`src/rtl/core/sphere_frustum_cull_top_assert.svh`:
```
// ----------------------------------------------------------------------------
// Sphere frustum cull assertion macros
// Short forms for the concurrent checks used in the culling block.
// ----------------------------------------------------------------------------
`ifndef SPHERE_FRUSTUM_CULL_TOP_ASSERT_SVH
`define SPHERE_FRUSTUM_CULL_TOP_ASSERT_SVH

// same-cycle implication, disabled while reset is asserted
`define SFC_ASSERT_IMP(label, clk, rstn, ante, cons, msg) \
    label: assert property (@(posedge clk) disable iff (!rstn) (ante) |-> (cons)) \
        else $error(msg);

// next-cycle implication, disabled while reset is asserted
`define SFC_ASSERT_NXT(label, clk, rstn, ante, cons, msg) \
    label: assert property (@(posedge clk) disable iff (!rstn) (ante) |=> (cons)) \
        else $error(msg);

`endif

```
`src/rtl/core/sfc_pkg.sv`:
```
// ----------------------------------------------------------------------------
// Sphere frustum cull package
// Widths, codes, FSM types and the control structs of the MAC pipeline.
// ----------------------------------------------------------------------------
package sfc_pkg;

    localparam int COEF_W = 32;     // Q16.16 operands
    localparam int FRAC_W = 16;
    localparam int PROD_W = 64;     // full Q32.32 product
    localparam int RND_W  = 48;     // product rounded to 16 fraction bits (Q32.16)
    localparam int ACC_W  = 50;     // three rounded products plus offset
    localparam int RAD_W  = 31;
    localparam int PIDX_W = 3;
    localparam int VIS_W  = 2;

    localparam logic signed [PROD_W-1:0] ROUND_HALF = 64'sh0000_0000_0000_8000;
    localparam logic signed [ACC_W-1:0]  SAT_HI     = ACC_W'(64'sd2147483647);
    localparam logic signed [ACC_W-1:0]  SAT_LO     = ACC_W'(-64'sd2147483648);
    localparam logic signed [COEF_W-1:0] S32_MAX    = 32'sh7FFF_FFFF;
    localparam logic signed [COEF_W-1:0] S32_MIN    = 32'sh8000_0000;

    localparam logic KIND_LOAD = 1'b0;
    localparam logic KIND_TEST = 1'b1;

    localparam logic [VIS_W-1:0] VIS_OUTSIDE = 2'd0;
    localparam logic [VIS_W-1:0] VIS_PARTIAL = 2'd1;
    localparam logic [VIS_W-1:0] VIS_INSIDE  = 2'd2;

    typedef enum logic [1:0] {
        ST_IDLE,
        ST_ISSUE,
        ST_DRAIN,
        ST_FINISH
    } state_t;

    typedef enum logic [1:0] {
        STEP_A,
        STEP_B,
        STEP_C
    } step_t;

    typedef struct packed {
        logic valid;
        logic first;       // starts a new plane sum (loads offset)
        logic last;        // closes the plane sum
        logic last_plane;  // closes the final plane of the transaction
    } mac_op_t;

    typedef struct packed {
        logic valid;
        logic last_plane;
        logic outside;     // s < -r
        logic touch;       // s <= r
    } mac_res_t;

endpackage

```
`src/rtl/core/sfc_plane_file.sv`:
```
// ----------------------------------------------------------------------------
// Sphere frustum cull plane file
// Holds the (a, b, c, d) coefficients of every plane; one write, one read.
// ----------------------------------------------------------------------------
module sfc_plane_file import sfc_pkg::*; #(
    parameter int NUM_PLANES = 6,
    parameter int IDX_W      = 3
) (
    input  logic                     aclk,
    input  logic                     aresetn,
    input  logic                     wr_en,
    input  logic [IDX_W-1:0]         wr_idx,
    input  logic signed [COEF_W-1:0] wr_a,
    input  logic signed [COEF_W-1:0] wr_b,
    input  logic signed [COEF_W-1:0] wr_c,
    input  logic signed [COEF_W-1:0] wr_d,
    input  logic [IDX_W-1:0]         rd_idx,
    output logic signed [COEF_W-1:0] rd_a,
    output logic signed [COEF_W-1:0] rd_b,
    output logic signed [COEF_W-1:0] rd_c,
    output logic signed [COEF_W-1:0] rd_d
);

    logic signed [COEF_W-1:0] a_reg [NUM_PLANES];
    logic signed [COEF_W-1:0] b_reg [NUM_PLANES];
    logic signed [COEF_W-1:0] c_reg [NUM_PLANES];
    logic signed [COEF_W-1:0] d_reg [NUM_PLANES];

    // planes read as zero after reset
    always_ff @(posedge aclk) begin
        if (!aresetn) begin
            for (int i = 0; i < NUM_PLANES; i++) begin
                a_reg[i] <= '0;
                b_reg[i] <= '0;
                c_reg[i] <= '0;
                d_reg[i] <= '0;
            end
        end else if (wr_en) begin
            a_reg[wr_idx] <= wr_a;
            b_reg[wr_idx] <= wr_b;
            c_reg[wr_idx] <= wr_c;
            d_reg[wr_idx] <= wr_d;
        end
    end

    assign rd_a = a_reg[rd_idx];
    assign rd_b = b_reg[rd_idx];
    assign rd_c = c_reg[rd_idx];
    assign rd_d = d_reg[rd_idx];

endmodule

```
`src/rtl/core/sfc_mac.sv`:
```
// ----------------------------------------------------------------------------
// Sphere frustum cull multiply-accumulate unit
// Shared 32x32 multiplier, Q16.16 rounding, plane-sum accumulator and the
// saturate-and-compare stage against the sphere radius.
// ----------------------------------------------------------------------------
module sfc_mac import sfc_pkg::*; (
    input  logic                     aclk,
    input  logic                     aresetn,
    input  mac_op_t                  op,
    input  logic signed [COEF_W-1:0] op_coef,
    input  logic signed [COEF_W-1:0] op_center,
    input  logic signed [COEF_W-1:0] op_offset,
    input  logic [RAD_W-1:0]         radius,
    output mac_res_t                 res
);

    mac_op_t                  s1_reg, s2_reg;
    logic                     sum_valid_reg, sum_last_reg;
    mac_res_t                 res_reg, res_next;

    logic signed [PROD_W-1:0] prod_reg, prod_next;
    logic signed [COEF_W-1:0] off1_reg, off2_reg;
    logic signed [RND_W-1:0]  rnd_reg, rnd_next;
    logic signed [PROD_W-1:0] rnd_sum;
    logic signed [ACC_W-1:0]  acc_reg, acc_next, acc_base;

    logic signed [COEF_W-1:0] s_sat;
    logic signed [COEF_W:0]   s_ext, r_ext, neg_r;

    // stage 1: product, stage 2: round, stage 3: accumulate, stage 4: classify
    // signed 32x32 product, operands sign-extended to the full product width
    assign prod_next = PROD_W'(op_coef) * PROD_W'(op_center);
    assign rnd_sum   = prod_reg + ROUND_HALF;
    assign rnd_next  = rnd_sum[PROD_W-1:FRAC_W];
    assign acc_base  = s2_reg.first ? ACC_W'(off2_reg) : acc_reg;
    assign acc_next  = acc_base + ACC_W'(rnd_reg);

    always_comb begin
        if (acc_reg > SAT_HI) begin
            s_sat = S32_MAX;
        end else if (acc_reg < SAT_LO) begin
            s_sat = S32_MIN;
        end else begin
            s_sat = acc_reg[COEF_W-1:0];
        end
        s_ext = (COEF_W+1)'(s_sat);
        r_ext = $signed({2'b00, radius});
        neg_r = -r_ext;
        res_next.valid      = sum_valid_reg;
        res_next.last_plane = sum_last_reg;
        res_next.outside    = s_ext < neg_r;
        res_next.touch      = s_ext <= r_ext;
    end

    always_ff @(posedge aclk) begin
        if (!aresetn) begin
            s1_reg        <= '0;
            s2_reg        <= '0;
            sum_valid_reg <= 1'b0;
            sum_last_reg  <= 1'b0;
            res_reg       <= '0;
        end else begin
            s1_reg        <= op;
            s2_reg        <= s1_reg;
            sum_valid_reg <= s2_reg.valid && s2_reg.last;
            sum_last_reg  <= s2_reg.last_plane;
            res_reg       <= res_next;
        end
    end

    always_ff @(posedge aclk) begin
        prod_reg <= prod_next;
        off1_reg <= op_offset;
        rnd_reg  <= rnd_next;
        off2_reg <= off1_reg;
        if (s2_reg.valid) begin
            acc_reg <= acc_next;
        end
    end

    assign res = res_reg;

endmodule

```
`src/rtl/core/sphere_frustum_cull_top.sv`:
```
// ----------------------------------------------------------------------------
// Sphere frustum cull top level
// Classifies bounding spheres against a set of stored frustum planes.
// ----------------------------------------------------------------------------
//  channel | direction | handshake          | payload
//  s_      | in        | s_valid / s_ready  | kind, plane index, a b c d, x y z, radius
//  m_      | out       | m_valid / m_ready  | visibility (one per sphere test)
//
//  A plane load is written on acceptance. In a sphere test the single shared
//  32x32 multiplier does one product per cycle, three per plane, followed by
//  a four-stage drain and the output load.
//  Reset (aresetn low, synchronous) clears all planes to zero and the FSM.
//  s_ready is high only in idle; a held result stalls the next test at its
//  end, never at its start, so loads and a new test proceed under m_ready low.
// ----------------------------------------------------------------------------
`include "sphere_frustum_cull_top_assert.svh"

module sphere_frustum_cull_top import sfc_pkg::*; #(
    parameter int NUM_PLANES = 6
) (
    input  logic                     aclk,
    input  logic                     aresetn,
    // input transactions
    input  logic                     s_valid,
    output logic                     s_ready,
    input  logic                     s_kind,
    input  logic [PIDX_W-1:0]        s_plane_index,
    input  logic signed [COEF_W-1:0] s_coef_a,
    input  logic signed [COEF_W-1:0] s_coef_b,
    input  logic signed [COEF_W-1:0] s_coef_c,
    input  logic signed [COEF_W-1:0] s_coef_d,
    input  logic signed [COEF_W-1:0] s_center_x,
    input  logic signed [COEF_W-1:0] s_center_y,
    input  logic signed [COEF_W-1:0] s_center_z,
    input  logic [RAD_W-1:0]         s_radius,
    // result transactions
    output logic                     m_valid,
    input  logic                     m_ready,
    output logic [VIS_W-1:0]         m_visibility
);

    localparam int IDX_W = (NUM_PLANES > 1) ? $clog2(NUM_PLANES) : 1;
    localparam logic [IDX_W-1:0] LAST_PLANE = IDX_W'(NUM_PLANES - 1);

    state_t                   state_reg, state_next;
    step_t                    step_reg, step_next;
    logic [IDX_W-1:0]         plane_reg, plane_next;
    logic                     outside_reg, outside_next;
    logic                     touch_reg, touch_next;
    logic                     m_valid_reg, m_valid_next;
    logic [VIS_W-1:0]         vis_reg, vis_next;

    logic signed [COEF_W-1:0] cx_reg, cy_reg, cz_reg;
    logic [RAD_W-1:0]         radius_reg;

    logic                     in_fire, test_fire, load_fire, in_range;
    logic                     issue_end, out_load;

    logic signed [COEF_W-1:0] rd_a, rd_b, rd_c, rd_d;
    logic signed [COEF_W-1:0] op_coef, op_center;
    mac_op_t                  mac_op;
    mac_res_t                 mac_res;

    assign in_fire   = s_valid && s_ready;
    assign test_fire = in_fire && (s_kind == KIND_TEST);
    assign in_range  = int'(s_plane_index) < NUM_PLANES;
    // out-of-range loads are accepted and dropped
    assign load_fire = in_fire && (s_kind == KIND_LOAD) && in_range;
    assign issue_end = (step_reg == STEP_C) && (plane_reg == LAST_PLANE);

    sfc_plane_file #(
        .NUM_PLANES (NUM_PLANES),
        .IDX_W      (IDX_W)
    ) u_plane_file (
        .aclk    (aclk),
        .aresetn (aresetn),
        .wr_en   (load_fire),
        .wr_idx  (IDX_W'(s_plane_index)),
        .wr_a    (s_coef_a),
        .wr_b    (s_coef_b),
        .wr_c    (s_coef_c),
        .wr_d    (s_coef_d),
        .rd_idx  (plane_reg),
        .rd_a    (rd_a),
        .rd_b    (rd_b),
        .rd_c    (rd_c),
        .rd_d    (rd_d)
    );

    sfc_mac u_mac (
        .aclk      (aclk),
        .aresetn   (aresetn),
        .op        (mac_op),
        .op_coef   (op_coef),
        .op_center (op_center),
        .op_offset (rd_d),
        .radius    (radius_reg),
        .res       (mac_res)
    );

    // next state
    always_comb begin
        state_next = state_reg;
        case (state_reg)
            ST_IDLE: begin
                if (test_fire) begin
                    state_next = ST_ISSUE;
                end
            end
            ST_ISSUE: begin
                if (issue_end) begin
                    state_next = ST_DRAIN;
                end
            end
            ST_DRAIN: begin
                if (mac_res.valid && mac_res.last_plane) begin
                    state_next = ST_FINISH;
                end
            end
            ST_FINISH: begin
                if (!m_valid_reg || m_ready) begin
                    state_next = ST_IDLE;
                end
            end
            default: state_next = ST_IDLE;
        endcase
    end

    // FSM outputs: handshake, MAC issue, operand select
    always_comb begin
        s_ready  = (state_reg == ST_IDLE);
        out_load = (state_reg == ST_FINISH) && (!m_valid_reg || m_ready);

        mac_op.valid      = (state_reg == ST_ISSUE);
        mac_op.first      = (step_reg == STEP_A);
        mac_op.last       = (step_reg == STEP_C);
        mac_op.last_plane = issue_end;

        case (step_reg)
            STEP_A: begin
                op_coef   = rd_a;
                op_center = cx_reg;
            end
            STEP_B: begin
                op_coef   = rd_b;
                op_center = cy_reg;
            end
            default: begin
                op_coef   = rd_c;
                op_center = cz_reg;
            end
        endcase
    end

    // sequencer counters, classification flags, output register
    always_comb begin
        step_next    = step_reg;
        plane_next   = plane_reg;
        outside_next = outside_reg;
        touch_next   = touch_reg;
        m_valid_next = m_valid_reg;
        vis_next     = vis_reg;

        if (test_fire) begin
            step_next    = STEP_A;
            plane_next   = '0;
            outside_next = 1'b0;
            touch_next   = 1'b0;
        end else if (state_reg == ST_ISSUE) begin
            case (step_reg)
                STEP_A:  step_next = STEP_B;
                STEP_B:  step_next = STEP_C;
                default: begin
                    step_next = STEP_A;
                    if (!issue_end) begin
                        plane_next = plane_reg + 1'b1;
                    end
                end
            endcase
        end

        // any plane with the sphere beyond it culls; any plane touching it
        // makes the sphere partial
        if (mac_res.valid) begin
            outside_next = outside_reg || mac_res.outside;
            touch_next   = touch_reg || mac_res.touch;
        end

        if (out_load) begin
            m_valid_next = 1'b1;
            if (outside_reg) begin
                vis_next = VIS_OUTSIDE;
            end else if (touch_reg) begin
                vis_next = VIS_PARTIAL;
            end else begin
                vis_next = VIS_INSIDE;
            end
        end else if (m_ready) begin
            m_valid_next = 1'b0;
        end
    end

    always_ff @(posedge aclk) begin
        if (!aresetn) begin
            state_reg   <= ST_IDLE;
            step_reg    <= STEP_A;
            plane_reg   <= '0;
            outside_reg <= 1'b0;
            touch_reg   <= 1'b0;
            m_valid_reg <= 1'b0;
        end else begin
            state_reg   <= state_next;
            step_reg    <= step_next;
            plane_reg   <= plane_next;
            outside_reg <= outside_next;
            touch_reg   <= touch_next;
            m_valid_reg <= m_valid_next;
        end
    end

    // sphere operands held for the whole test transaction
    always_ff @(posedge aclk) begin
        vis_reg <= vis_next;
        if (test_fire) begin
            cx_reg     <= s_center_x;
            cy_reg     <= s_center_y;
            cz_reg     <= s_center_z;
            radius_reg <= s_radius;
        end
    end

    assign m_valid      = m_valid_reg;
    assign m_visibility = vis_reg;

    `SFC_ASSERT_IMP(a_idle_pipe_empty, aclk, aresetn, s_ready, !mac_res.valid, "MAC result while idle")
    `SFC_ASSERT_IMP(a_last_in_drain, aclk, aresetn, mac_res.valid && mac_res.last_plane, state_reg == ST_DRAIN, "final plane result outside drain")
    `SFC_ASSERT_NXT(a_issue_to_drain, aclk, aresetn, state_reg == ST_ISSUE && issue_end, state_reg == ST_DRAIN, "issue did not end after last plane")
    `SFC_ASSERT_NXT(a_flags_cleared, aclk, aresetn, test_fire, !outside_reg && !touch_reg, "flags not cleared on new test")

endmodule

```
`config.mk`:
```
export PLATFORM = sky130hd
export DESIGN_NAME = sphere_frustum_cull_top
export DESIGN_NICKNAME = d
export VERILOG_FILES = /design/src/rtl/core/sfc_pkg.sv /design/src/rtl/core/sfc_plane_file.sv /design/src/rtl/core/sfc_mac.sv /design/src/rtl/core/sphere_frustum_cull_top.sv
export VERILOG_INCLUDE_DIRS = /design/src /design/src/rtl/core
export SDC_FILE = /design/constraint.sdc
export NUM_CORES = 2
export LEC_CHECK = 0
export BUFFER_PORTS_ARGS = -buffer_cell sky130_fd_sc_hd__clkbuf_2
export CORE_MARGIN = 5
export CORE_UTILIZATION = 54
export DETAILED_ROUTE_END_ITERATION = 7
export PLACE_DENSITY_LB_ADDON = 0.05
export SYNTH_ARGS = -nofsm -noshare
export SYNTH_HDL_FRONTEND = slang
export SYNTH_HIERARCHICAL = 1
export SYNTH_SLANG_ARGS = --single-unit
```
`constraint.sdc`:
```
create_clock -name aclk -period 20.2 [get_ports aclk]
set_input_delay 2.02 -clock aclk [delete_from_list [all_inputs] [get_ports aclk]]
set_output_delay 2.02 -clock aclk [all_outputs]
set_load 0.005 [all_outputs]
```
==> load_flow_metrics.sql <==
INSERT INTO impl_metrics (metric_group, metric, value, unit) VALUES
('route', 'remaining_drc_errors', '0', ''),
('critical_path', 'crit_cells', '29', ''),
('synthesis', 'synth_cell_types', '82', ''),
('route', 'route.vias.total', '61000', ''),
('synthesis', 'synth_compound_gate_area_share', '2.79', '%'),
('timing', 'tightestPinTransition', '1.21', 'ns'),
('synthesis', 'synth_adder_area_share', '26.3', '%'),
('critical_path', 'regToRegStartpoint', 'plane_reg[2]', ''),
('run', 'cap_viol_max_count', '0', ''),
('floorplan', 'design.die.area', '188000', 'um^2'),
('critical_path', 'arrival_time_worst_endpoint', '12.19', 'ns'),
('synthesis', 'synth_edf_count', '1203', ''),
('timing', 'final.setup_skew', '0.0346', 'ns'),
('route', 'drt_pass1_iterations', '6', ''),
('floorplan', 'start_util', '54.3', '%'),
('synthesis', 'synth_cell_area', '96800', 'um^2'),
('synthesis', 'syn_inst', '7984', ''),
('synthesis', 'post_synth_mux_area_share', '8.77', '%'),
('critical_path', 'flop_to_flop_setup_slack', '8.75', 'ns'),
('critical_path', 'worstSetupEndpoint', 'u_mac/prod_reg[63]', ''),
('critical_path', 'worst_r2r_path_depth', '29', ''),
('synthesis', 'syn_avg_cell_area', '12.1', 'um^2'),
('critical_path', 'setup.worst_path.class', 'flop to flop', ''),
('critical_path', 'crit_top_cell', 'sky130_fd_sc_hd__fa_1', ''),
('synthesis', 'yosys.area_share.xor_xnor', '1.61', '%'),
('floorplan', 'die-width', '433', 'um'),
('clock_tree', 'library_cell_used_as_clock_root_buffer', 'sky130_fd_sc_hd__clkbuf_16', ''),
('critical_path', 'max_stage_delay', '0.88', 'ns'),
('timing', 'final-max-slew-violation-count', '0', ''),
('placed_design', 'port_buffers', '266', ''),
('clock_tree', 'cts_tree', 'built', ''),
('placed_design', 'finalWeightedCongestion', '0.855', ''),
('route', 'route.antenna.remaining_nets', '0', ''),
('timing', 'rsz_0062_raised_after_global_routing', 'false', ''),
('global_route', 'grt_first_pass_wirelength', '405', 'mm'),
('timing', 'post_layout_min_period', '11.45', 'ns'),
('synthesis', 'synth.net_count', '9629', ''),
('timing', 'post-route-period-util', '56.7', '%'),
('critical_path', 'critPathBufInv', '5', ''),
('floorplan', 'floorplan.core_area', '178000', 'um^2'),
('critical_path', 'worstPathMaxFanout', '104', ''),
('layout', 'areaGrowthSynthToFinish', '8.41', '%'),
('clock_tree', 'cts_hold_buffers', '0', ''),
('critical_path', 'worstPathRequired', '20.93', 'ns'),
('floorplan', 'vertical_die_dimension', '433', 'um'),
('global_route', 'grt_pass1_vias', '65600', ''),
('global_route', 'grt_max_degree', '159', ''),
('timing', 'fin_setup_tns', '0', 'ns'),
('floorplan', 'placementRows', '155', ''),
('critical_path', 'critical-path-slowest-cell', 'sky130_fd_sc_hd__dfxtp_4', ''),
('clock_tree', 'postCtsSetupRepairBufs', '0', ''),
('clock_tree', 'post_cts_resized', '0', ''),
('global_route', 'grt_util_all_layers', '28.7', '%'),
('timing', 'maxSlewHeadroom', '19.1', '%'),
('layout', 'layout.nets', '9691', ''),
('synthesis', 'dominant_combinational_cell_family_by_area_after_synthesis', 'adder cells', ''),
('critical_path', 'critical-path-top-delay-family', 'adder cells', ''),
('critical_path', 'setup.worst_path.end_class', 'flop', ''),
('critical_path', 'worst_setup_path_start_kind', 'flop', ''),
('timing', 'final-setup-viol-count', '0', ''),
('clock_tree', 'cts_inserted_buffers', '148', ''),
('floorplan', 'floorplan.io_pins', '267', ''),
('outcome', 'outcome', 'completed', ''),
('synthesis', 'sequential_fraction_of_the_synthesis_area', '41.1', '%'),
('layout', 'final_layout_size_suffix_gt1_share', '13.0', '%'),
('critical_path', 'timing.rr.end', 'u_mac/prod_reg[63]', ''),
('synthesis', 'synthSimpleGateAreaFrac', '12.0', '%'),
('critical_path', 'worstSetupStartpoint', 'plane_reg[2]', ''),
('layout', 'antenna_cells', '0', ''),
('global_route', 'number_of_antenna_violations_at_the_first_check_in_global_routing', '13', ''),
('clock_tree', 'clock_sinks', '1388', '');
## synthesized netlist by cell type (20+ instances only)
cell | n | share of area (%)
sky130_fd_sc_hd__dfxtp_1 | 185 | 3.8
sky130_fd_sc_hd__nand2b_1 | 25 | 0.16
sky130_fd_sc_hd__nand4_1 | 40 | 0.26
sky130_fd_sc_hd__nand3_1 | 181 | 0.94
sky130_fd_sc_hd__fa_1 | 1082 | 22
sky130_fd_sc_hd__inv_1 | 1294 | 5.0
sky130_fd_sc_hd__xnor2_1 | 135 | 1.2
sky130_fd_sc_hd__mux4_1 | 65 | 1.8
sky130_fd_sc_hd__o21bai_1 | 20 | 0.16
sky130_fd_sc_hd__and2_1 | 532 | 3.4
sky130_fd_sc_hd__buf_1 | 31 | 0.12
sky130_fd_sc_hd__buf_2 | 27 | 0.14
sky130_fd_sc_hd__nor2b_1 | 23 | 0.15
sky130_fd_sc_hd__clkbuf_1 | 376 | 1.5
sky130_fd_sc_hd__nor4_1 | 20 | 0.13
sky130_fd_sc_hd__nor2_1 | 181 | 0.70
sky130_fd_sc_hd__o21ai_0 | 128 | 0.66
sky130_fd_sc_hd__a21oi_1 | 114 | 0.59
sky130_fd_sc_hd__mux4_2 | 191 | 4.4
sky130_fd_sc_hd__nor3_1 | 665 | 3.4
sky130_fd_sc_hd__mux2_2 | 159 | 1.8
sky130_fd_sc_hd__nand2_1 | 626 | 2.4
sky130_fd_sc_hd__a21o_1 | 55 | 0.43
sky130_fd_sc_hd__edfxtp_1 | 1203 | 37
sky130_fd_sc_hd__xor2_1 | 43 | 0.39
sky130_fd_sc_hd__mux2i_1 | 69 | 0.71
sky130_fd_sc_hd__ha_1 | 300 | 3.9
## layer usage
metal  up-vias  wire length, um  GRT usage (%)
met3       443            13800           3.45
met2      1860           132000           48.7
li1      26700                -              -
met1     31900           108000           38.7
met4         6            10200           9.93
met5         -               41              0
## worst reg2reg max path, delay by kind of cell (launching register included)
kind | cells | cell delay, ns
adder cells (fa/ha/maj) | 9 | 4.30
AO/OA/AOI/OAI | 9 | 2.67
buffers and inverters | 5 | 1.76
multiplexers | 3 | 1.28
flip-flops | 1 | 0.88
AND/OR/NAND/NOR | 3 | 0.53
## through the flow
stage	setup WS, ns	hold WS [ns]	instances	instance area [um^2]	util, %
after floorplan	7.57	0.310	7984	96800	-
after global placement	8.86	0.313	10300	100000	56.2
after detailed placement	8.70	0.312	10300	100000	56.2
after CTS	8.65	0.314	10500	105000	58.8
after global routing	8.24	0.321	10500	105000	58.8
final	8.75	0.315	10500	105000	58.8
## logic make-up (layout without fill, tap and decap cells)
family                     after synthesis  after routing
and+or+nand+nor                       2344           2344
buffers and inverters                 1775           1953
DFF                                   1388           1388
adders and majority gates             1382           1382
muxes                                  484            484
AOI/OAI and AO/OA                      433            433
xor gates and xnor gates               178            178
## layout make-up
cell class              count  area (um^2)
clock buffers             189         3980
clock inverters            77          698
fillers                 14600        73500
inverters                1294         4860
multi-input cells        4821        50300
flip-flops and latches   1388        39800
well taps                2355         2950
repair buffers            393         2350
## cell usage in the layout (no fill, tap or decap), types with 19 or more instances in the layout
cell	count
sky130_fd_sc_hd__inv_1	1293
sky130_fd_sc_hd__mux2i_1	69
sky130_fd_sc_hd__o21bai_1	20
sky130_fd_sc_hd__mux4_2	191
sky130_fd_sc_hd__edfxtp_1	1203
sky130_fd_sc_hd__clkinv_2	27
sky130_fd_sc_hd__a21o_1	55
sky130_fd_sc_hd__clkbuf_16	152
sky130_fd_sc_hd__nand2_1	626
sky130_fd_sc_hd__clkinv_1	23
sky130_fd_sc_hd__dfxtp_1	178
sky130_fd_sc_hd__mux4_1	65
sky130_fd_sc_hd__nor3_1	665
sky130_fd_sc_hd__ha_1	300
sky130_fd_sc_hd__clkbuf_2	266
sky130_fd_sc_hd__nand3_1	180
sky130_fd_sc_hd__mux2_2	159
sky130_fd_sc_hd__nor4_1	20
sky130_fd_sc_hd__o21a_1	19
sky130_fd_sc_hd__buf_4	122
sky130_fd_sc_hd__nor2_1	179
sky130_fd_sc_hd__nand4_1	40
sky130_fd_sc_hd__a21oi_1	113
sky130_fd_sc_hd__xnor2_1	135
sky130_fd_sc_hd__xor2_1	43
sky130_fd_sc_hd__clkbuf_1	32
sky130_fd_sc_hd__nor2b_1	23
sky130_fd_sc_hd__fa_1	1082
sky130_fd_sc_hd__nand2b_1	23
sky130_fd_sc_hd__o21ai_2	55
sky130_fd_sc_hd__o21ai_0	73
sky130_fd_sc_hd__and2_1	532
## how the worst min path moves through the flow
| stage | to | start | cells past startpoint | slack (ns) |
|---|---|---|---|---|
| finish | u_mac/off2_reg[30] | u_mac/off1_reg[30] | 0 | 0.32 |
| global route | u_mac/off2_reg[30] | u_mac/off1_reg[30] | 0 | 0.32 |
| CTS | u_mac/off2_reg[20] | u_mac/off1_reg[20] | 0 | 0.31 |
| detailed placement | u_mac/off2_reg[23] | u_mac/off1_reg[23] | 0 | 0.31 |
| global placement | u_mac/off2_reg[8] | u_mac/off1_reg[8] | 0 | 0.31 |
| floorplan | u_mac/off2_reg[0] | u_mac/off1_reg[0] | 0 | 0.31 |
Power is left out: the tool's default activity adds up to more than one toggle a clock period on the data nets, which glitch-free logic cannot reach.
